<file path="config.mk">
export PLATFORM = sky130hd
export DESIGN_NAME = utf16_to_utf8_encoder
export DESIGN_NICKNAME = d
export VERILOG_FILES = /design/src/hw/rtl/u16u8_pkg.sv /design/src/hw/rtl/u16u8_front.sv /design/src/hw/rtl/u16u8_queue.sv /design/src/hw/rtl/u16u8_back.sv /design/src/hw/rtl/utf16_to_utf8_encoder.sv
export SDC_FILE = /design/constraint.sdc
export NUM_CORES = 1
export LEC_CHECK = 0
export ABC_AREA = 1
export BUFFER_PORTS_ARGS = -buffer_cell sky130_fd_sc_hd__clkbuf_2
export CORE_MARGIN = 2
export CORE_UTILIZATION = 54
export DETAILED_ROUTE_END_ITERATION = 7
export GPL_TIMING_DRIVEN = 1
export PLACE_DENSITY_LB_ADDON = 0.1
export SLEW_MARGIN = 20
export SYNTH_ARGS = -nofsm -noshare
export SYNTH_HDL_FRONTEND = slang
export SYNTH_SLANG_ARGS = --single-unit
</file>
<file path="constraint.sdc">
create_clock -name clk_i -period 2.2 [get_ports clk_i]
set_input_delay 0.22 -clock clk_i [delete_from_list [all_inputs] [get_ports clk_i]]
set_output_delay 0.22 -clock clk_i [all_outputs]
set_load 0.1 [all_outputs]
</file>
<file path="src/hw/rtl/u16u8_pkg.sv">
package u16u8_pkg;

  localparam int unsigned UnitW     = 16;
  localparam int unsigned ByteW     = 8;
  localparam int unsigned CpW       = 21;
  localparam int unsigned LenW      = 2;
  localparam int unsigned QueueDepth = 2;

  localparam logic [UnitW-1:0] SurrLo   = 16'hD800;
  localparam logic [UnitW-1:0] SurrHi   = 16'hE000;
  localparam logic [CpW-1:0]   Lim1Byte = 21'h00080;
  localparam logic [CpW-1:0]   Lim2Byte = 21'h00800;
  localparam logic [CpW-1:0]   Lim3Byte = 21'h10000;
  localparam logic [ByteW-1:0] Lead2    = 8'hC0;
  localparam logic [ByteW-1:0] Lead3    = 8'hE0;
  localparam logic [ByteW-1:0] Lead4    = 8'hF0;
  localparam logic [ByteW-1:0] ContMark = 8'h80;

  // Index of the final byte of a sequence (byte count minus one)
  localparam logic [LenW-1:0] Len1 = 2'd0;
  localparam logic [LenW-1:0] Len2 = 2'd1;
  localparam logic [LenW-1:0] Len3 = 2'd2;
  localparam logic [LenW-1:0] Len4 = 2'd3;

  typedef struct packed {
    logic [UnitW-1:0] code_unit;
    logic             last_unit;
  } in_item_t;

  typedef struct packed {
    logic [ByteW-1:0] utf8_byte;
    logic             run_end;
  } out_item_t;

  typedef struct packed {
    logic [CpW-1:0]  cp;
    logic [LenW-1:0] last_idx;
  } cp_item_t;

  function automatic logic [LenW-1:0] cp_last_idx(input logic [CpW-1:0] cp);
    logic [LenW-1:0] r;
    if (cp < Lim1Byte) begin
      r = Len1;
    end else if (cp < Lim2Byte) begin
      r = Len2;
    end else if (cp < Lim3Byte) begin
      r = Len3;
    end else begin
      r = Len4;
    end
    return r;
  endfunction

  function automatic logic [ByteW-1:0] utf8_byte_at(input logic [CpW-1:0]  cp,
                                                    input logic [LenW-1:0] last_idx,
                                                    input logic [LenW-1:0] idx);
    logic [LenW-1:0]  pos;
    logic [5:0]       six;
    logic [ByteW-1:0] r;
    pos = last_idx - idx;
    case (pos)
      2'd0:    six = cp[5:0];
      2'd1:    six = cp[11:6];
      2'd2:    six = cp[17:12];
      default: six = {3'b000, cp[20:18]};
    endcase
    if (idx == '0) begin
      case (last_idx)
        Len1:    r = cp[7:0];
        Len2:    r = Lead2 | {3'b000, cp[10:6]};
        Len3:    r = Lead3 | {4'b0000, cp[15:12]};
        default: r = Lead4 | {5'b00000, cp[20:18]};
      endcase
    end else begin
      r = ContMark | {2'b00, six};
    end
    return r;
  endfunction

endpackage

</file>
<file path="src/hw/rtl/u16u8_front.sv">
module u16u8_front (
  input  logic                clk_i,
  input  logic                rst_ni,
  input  logic                accept_i,
  input  u16u8_pkg::in_item_t item_i,
  output logic                push_o,
  output u16u8_pkg::cp_item_t cp_item_o
);

  logic       held_valid_q, held_valid_d;
  logic [9:0] held_unit_q, held_unit_d;
  logic       is_surr;
  logic       hold;
  logic [4:0] plane;
  logic [u16u8_pkg::CpW-1:0] cp;

  assign is_surr = (item_i.code_unit >= u16u8_pkg::SurrLo) &&
                   (item_i.code_unit <  u16u8_pkg::SurrHi);
  assign hold    = !held_valid_q && is_surr && !item_i.last_unit;

  // Surrogate pair: plane field gets the +1 offset, low unit is not checked
  assign plane = {1'b0, held_unit_q[9:6]} + 5'd1;

  always_comb begin
    if (held_valid_q) begin
      cp = {plane, held_unit_q[5:0], item_i.code_unit[9:0]};
    end else begin
      cp = {5'd0, item_i.code_unit};
    end
    held_valid_d = held_valid_q;
    held_unit_d  = held_unit_q;
    if (accept_i) begin
      held_valid_d = hold;
      if (hold) begin
        held_unit_d = item_i.code_unit[9:0];
      end
    end
  end

  assign push_o             = accept_i && !hold;
  assign cp_item_o.cp       = cp;
  assign cp_item_o.last_idx = u16u8_pkg::cp_last_idx(cp);

  always_ff @(posedge clk_i or negedge rst_ni) begin
    if (!rst_ni) begin
      held_valid_q <= 1'b0;
      held_unit_q  <= '0;
    end else begin
      held_valid_q <= held_valid_d;
      held_unit_q  <= held_unit_d;
    end
  end

endmodule

</file>
<file path="src/hw/rtl/u16u8_queue.sv">
module u16u8_queue (
  input  logic                clk_i,
  input  logic                rst_ni,
  input  logic                push_i,
  input  u16u8_pkg::cp_item_t data_i,
  output logic                full_o,
  input  logic                pop_i,
  output logic                valid_o,
  output u16u8_pkg::cp_item_t data_o
);

  localparam int unsigned PtrW = (u16u8_pkg::QueueDepth > 1) ?
                                 $clog2(u16u8_pkg::QueueDepth) : 1;
  localparam int unsigned CntW = $clog2(u16u8_pkg::QueueDepth + 1);
  localparam logic [CntW-1:0] DepthCnt = CntW'(u16u8_pkg::QueueDepth);
  localparam logic [PtrW-1:0] LastPtr  = PtrW'(u16u8_pkg::QueueDepth - 1);

  u16u8_pkg::cp_item_t mem_q [u16u8_pkg::QueueDepth];
  logic [PtrW-1:0] wr_ptr_q, wr_ptr_d, rd_ptr_q, rd_ptr_d;
  logic [CntW-1:0] count_q, count_d;
  logic            do_push, do_pop;

  assign full_o  = (count_q == DepthCnt);
  assign valid_o = (count_q != '0);
  assign data_o  = mem_q[rd_ptr_q];
  assign do_push = push_i && !full_o;
  assign do_pop  = pop_i && valid_o;

  always_comb begin
    wr_ptr_d = wr_ptr_q;
    rd_ptr_d = rd_ptr_q;
    count_d  = count_q;
    if (do_push) begin
      wr_ptr_d = (wr_ptr_q == LastPtr) ? '0 : wr_ptr_q + 1'b1;
    end
    if (do_pop) begin
      rd_ptr_d = (rd_ptr_q == LastPtr) ? '0 : rd_ptr_q + 1'b1;
    end
    if (do_push && !do_pop) begin
      count_d = count_q + 1'b1;
    end else if (do_pop && !do_push) begin
      count_d = count_q - 1'b1;
    end
  end

  always_ff @(posedge clk_i or negedge rst_ni) begin
    if (!rst_ni) begin
      wr_ptr_q <= '0;
      rd_ptr_q <= '0;
      count_q  <= '0;
    end else begin
      wr_ptr_q <= wr_ptr_d;
      rd_ptr_q <= rd_ptr_d;
      count_q  <= count_d;
    end
  end

  always_ff @(posedge clk_i) begin
    if (do_push) begin
      mem_q[wr_ptr_q] <= data_i;
    end
  end

endmodule

</file>
<file path="src/hw/rtl/u16u8_back.sv">
module u16u8_back (
  input  logic                 clk_i,
  input  logic                 rst_ni,
  input  logic                 q_valid_i,
  input  u16u8_pkg::cp_item_t  q_data_i,
  output logic                 q_pop_o,
  output logic                 empty_o,
  input  logic                 pop_i,
  output u16u8_pkg::out_item_t item_o
);

  u16u8_pkg::cp_item_t       cur_q;
  logic                      cur_valid_q, cur_valid_d;
  logic [u16u8_pkg::LenW-1:0] idx_q, idx_d;
  logic                      out_valid_q, out_valid_d;
  u16u8_pkg::out_item_t      out_q;
  logic                      emit, emit_last, cur_load;

  assign emit      = cur_valid_q && (!out_valid_q || pop_i);
  assign emit_last = emit && (idx_q == cur_q.last_idx);
  assign cur_load  = q_valid_i && (!cur_valid_q || emit_last);
  assign q_pop_o   = cur_load;

  always_comb begin
    cur_valid_d = cur_valid_q;
    idx_d       = idx_q;
    out_valid_d = out_valid_q;
    if (emit) begin
      idx_d = idx_q + 1'b1;
    end
    if (emit_last) begin
      cur_valid_d = 1'b0;
      idx_d       = '0;
    end
    if (cur_load) begin
      cur_valid_d = 1'b1;
      idx_d       = '0;
    end
    if (emit) begin
      out_valid_d = 1'b1;
    end else if (pop_i) begin
      out_valid_d = 1'b0;
    end
  end

  always_ff @(posedge clk_i or negedge rst_ni) begin
    if (!rst_ni) begin
      cur_valid_q <= 1'b0;
      idx_q       <= '0;
      out_valid_q <= 1'b0;
    end else begin
      cur_valid_q <= cur_valid_d;
      idx_q       <= idx_d;
      out_valid_q <= out_valid_d;
    end
  end

  always_ff @(posedge clk_i) begin
    if (cur_load) begin
      cur_q <= q_data_i;
    end
    if (emit) begin
      out_q.utf8_byte <= u16u8_pkg::utf8_byte_at(cur_q.cp, cur_q.last_idx, idx_q);
      out_q.run_end   <= (idx_q == cur_q.last_idx);
    end
  end

  assign empty_o = !out_valid_q;
  assign item_o  = out_q;

endmodule

</file>
<file path="src/hw/rtl/utf16_to_utf8_encoder.sv">
// Path: the item that completes a code point is written into the queue, loaded into the byte
//   sequencer and its first byte registered into the output; a held surrogate unit gives no byte.
// Throughput: one byte per cycle from the byte sequencer while the result side is popped;
//   an item gives 1 to 4 bytes (the byte count of its code point).
// Reset: asynchronous, active low; clears the held unit, the queue and the output.
module utf16_to_utf8_encoder (
  input  logic                 clk_i,
  input  logic                 rst_ni,
  // Input side: item taken when push is high and full is low
  input  logic                 push,
  output logic                 full,
  input  u16u8_pkg::in_item_t  in_item_i,
  // Result side: item taken when pop is high and empty is low
  output logic                 empty,
  input  logic                 pop,
  output u16u8_pkg::out_item_t out_item_o
);

  logic                accept;
  logic                f_push;
  u16u8_pkg::cp_item_t f_item;
  logic                q_valid, q_pop;
  u16u8_pkg::cp_item_t q_item;

  // Accept whenever the code point queue has room; a held unit simply pushes nothing
  assign accept = push && !full;

  // Front: pair surrogates, build the code point and its byte count
  u16u8_front u_front (
    .clk_i     (clk_i),
    .rst_ni    (rst_ni),
    .accept_i  (accept),
    .item_i    (in_item_i),
    .push_o    (f_push),
    .cp_item_o (f_item)
  );

  // Short queue between front and back so each side can stall on its own
  u16u8_queue u_queue (
    .clk_i   (clk_i),
    .rst_ni  (rst_ni),
    .push_i  (f_push),
    .data_i  (f_item),
    .full_o  (full),
    .pop_i   (q_pop),
    .valid_o (q_valid),
    .data_o  (q_item)
  );

  // Back: walk one code point's bytes, one per cycle unless pop stalls, into the output register
  u16u8_back u_back (
    .clk_i     (clk_i),
    .rst_ni    (rst_ni),
    .q_valid_i (q_valid),
    .q_data_i  (q_item),
    .q_pop_o   (q_pop),
    .empty_o   (empty),
    .pop_i     (pop),
    .item_o    (out_item_o)
  );

endmodule

</file>
==> impl_metrics.toml <==
[yosys]
netlist_area_pre_place_um2 = 4310
synth.cells.most_frequent = "123 x nand2_1, 78 x edfxtp_1, 45 x inv_1"
yosysWarningCount = 0
postSynthNetCount = 429
synth_ff_type = "edfxtp_1"
postSynth.asyncResetShare_pct = 19.6
number_of_flops_mapped_to_enable_cells_by_yosys = 78
yosysMostFrequentCell = "nand2_1"
yosysSeqAreaShare_pct = 65.4
synthTopCellsByArea = "edfxtp_1 54%, dfrtp_1 11%, nand2_1 11%"
synthDistinctLibCells = 30
post_synthesis_mean_instance_area_um2 = 10.8
yosys.area.top_type = "edfxtp_1"
ys_seq_elements = 97
synth_cells = 400
synthDominantCellAreaShare_pct = 54.4

[timing]
worst_slew_pin_slew_ps = 779
post-route-period-util_pct = 92.4
post-route-worst-setup-slack_ps = 168
final.min_clock_period_ps = 2030
max_clock_freq_mhz = 492
slew_headroom_pct = 48.0
slew_violations = 0
final_setup_violations = 0
report.final.hold_viol_count = 0
clock_skew_ps = 14.5
timing.hold.ws_ps = 95.0
fin_setup_tns_ps = 0

[routing]
detailedRoute.firstIterationViolations = 201
post_drt_via_cell_ratio = 5.07
post_drt_wl_per_cell_um = 14.1
num_vias = 2778
drt_drc_violations_left = 0
drt.antenna.violating_nets = 0
detail_route.wirelength_mm = 7.72
drt_pass1_iterations = 4

[clock_network]
clock_sink_count = 97
root_buffer = "clkbuf_8"
cts_tree = "built"
cts.reportedPaths.clkPinSlew_ps = 90
maximum_level_of_the_cts_h_tree = 3
cts-buffers-inserted = 9
ctsLongestPathBuffers = 2
insertion_delay_ps = 350

[worst_setup_path]
critical_path_startpoint_category = "flip-flop"
worstPathMaxFanout = 4
path_buf_inv = 2
critical_path_required_ps = 2440
crit_path_end_kind = "flip-flop"
crit_family = "adder cells"
critical_path_arrival_ps = 2270
slowest_stage_delay_on_critical_path_ps = 380
cp_cell_sequence = "inv_1, ha_1, inv_1, a21oi_2, nand2_1, nand2_1, nand2_2, ha_1, a21oi_2, o21ai_1, xor2_1"
timing.setup.critical_path_class = "reg -> reg"
cp_slowest_cell = "edfxtp_1"

[min_path]
min-delay-path-class = "in -> reg"

[run_status]
result_of_the_run = "finished, final reports clean"

[power_and_ir_drop]
post-layout-total-power_mw = 7.22
vdd_drop_max_mv = 0.489
p_leak_nw = 2.14
power_per_cell_area_nw_per_um2 = 1500

[die]
fp.dieH_um = 93.3
start_util_pct = 55.7
die-area_um2 = 8710
die-width_um = 93.3
placement_rows = 32
core_area_um2 = 7730
io_pins = 32

[layout]
postLayoutCellArea_um2 = 4820
areaGrowthSynthToFinish_pct = 11.9
finalNonFillerCells = 548
post_route_cells_drive_above_1_share_pct = 19.3
insertedDiodeCount = 0
post_route_core_utilization_pct = 62.4
filler_cell_count = 619
nNetsFinal = 470

[place]
hpwl_mm = 5.49
gp_congestion = 0.855
io_buffer_count = 31
numPlacedInstances = 530
place_worst_setup_slack_ps = 98.6
post_dp_cell_area_um2 = 4610

[grt]
overflow = 0
grt_pass1_wl_mm = 13.2
grtUsageTotal_pct = 19.9
first_global_vias = 2712
antenna_found_initial = 0
maximum_number_of_pins_on_one_net_before_global_route_repair = 25

[run]
cap_violations = 0
==> what timing repair did <==
item / 4_1_cts / 5_1_grt
gates resized for setup: 0 / 2
hold buffers: 1 / 0
hold endpoints to repair: 19 / 0
buffers inserted: 0 / 1
setup endpoints to repair: 0 / 1
==> cell families after synthesis <==
kind of cell	count (synthesis)	synth area share [%]
flops	97	65.4
xor+xnor	3	0.610
simple gates	192	20.0
buf+inv	59	5.69
fa+ha+maj	8	2.32
compound gates	41	6.01
==> layout by cell type (no fill, tap or decap) <==
cell | Yosys | routed
clkinv_2 | 0 | 2
o31ai_1 | 2 | 2
a21oi_1 | 8 | 7
nand3_2 | 1 | 1
buf_12 | 0 | 1
a31oi_1 | 3 | 3
clkbuf_16 | 0 | 1
clkinv_4 | 0 | 1
nor2_4 | 5 | 5
clkbuf_1 | 7 | 1
dfrtp_1 | 19 | 19
inv_2 | 2 | 2
o21ai_1 | 4 | 5
nand3b_1 | 3 | 3
edfxtp_1 | 78 | 78
or2_0 | 1 | 1
xnor2_1 | 1 | 1
xor2_1 | 2 | 2
clkbuf_2 | 0 | 31
buf_4 | 2 | 9
nor2_2 | 0 | 2
nor3b_2 | 1 | 1
o21ai_0 | 12 | 11
ha_1 | 8 | 8
o21ai_2 | 4 | 4
inv_4 | 0 | 1
nand3_1 | 34 | 34
or2_1 | 1 | 1
dlygate4sd3_1 | 0 | 1
nand2_1 | 123 | 123
a21oi_2 | 7 | 8
clkbuf_8 | 0 | 10
inv_1 | 45 | 45
nor2_1 | 12 | 10
nand2_2 | 7 | 7
nand4_1 | 4 | 4
a22o_1 | 1 | 1
==> path summary, 6_finish.rpt <==
path | slack [ps] | startpoint | depth (start not counted) | endpoint
setup reg to reg | 170 | u_back.cur_q[0] | 11 | u_queue.count_q[1]
max in group asynchronous | 1470 | rst_ni | 2 | u_front.held_unit_q[1]
hold / removal | 90 | pop | 2 | u_back.out_valid_q
setup / recovery | 170 | u_back.cur_q[0] | 11 | u_queue.count_q[1]
hold reg to reg | 490 | u_front.held_unit_q[0] | 2 | u_front.held_unit_q[0]
min in group asynchronous | 370 | rst_ni | 2 | u_back.out_valid_q
==> sequential cells by signal, summed over array words and instances (netlist names) <==
signal / cells
u_queue.mem_q: 46
u_back.cur_q: 23
u_front.held_unit_q: 10
u_back.item_o: 9
u_back.idx_q: 2
u_queue.count_q: 2
u_back.cur_valid_q: 1
u_back.out_valid_q: 1
u_front.held_valid_q: 1
u_queue.rd_ptr_q: 1
u_queue.wr_ptr_q: 1
==> power breakdown <==
group          total, mW  switching, mW  internal [mW]
registers           3.06          0.260           2.80
logic               3.06           2.24          0.826
clock network       1.09          0.580          0.511
==> worst register-to-register path: stages (launching register included) <==
cell and delay (ps):
edfxtp_1 380, inv_1 90, ha_1 300, inv_1 60, a21oi_2 150, nand2_1 90
nand2_1 90, nand2_2 80, ha_1 340, a21oi_2 120, o21ai_1 80, xor2_1 140
==> per-layer routing <==
layer / wire (um) / GRT usage, % / up-vias / part of all wire, %
met5: 0 / 0 / - / 0
met4: 181 / 7.48 / 0 / 2.3
met3: 262 / 3.95 / 15 / 3.4
met2: 3770 / 32.7 / 67 / 49
met1: 3510 / 26.5 / 1283 / 45
li1: - / - / 1413 / -
==> layout make-up <==
cell class | instances | area (um^2) | area share [%]
sequential | 97 | 2820 | 58.5
multi-input combinational | 244 | 1250 | 26.0
timing repair buffer | 42 | 253 | 5.24
inverter | 47 | 176 | 3.66
clock inverter | 4 | 25.0 | 0.519
clock buffer | 12 | 166 | 3.45
tap | 102 | 128 | 2.65
No activity file was read; power rests on OpenSTA's default activity.
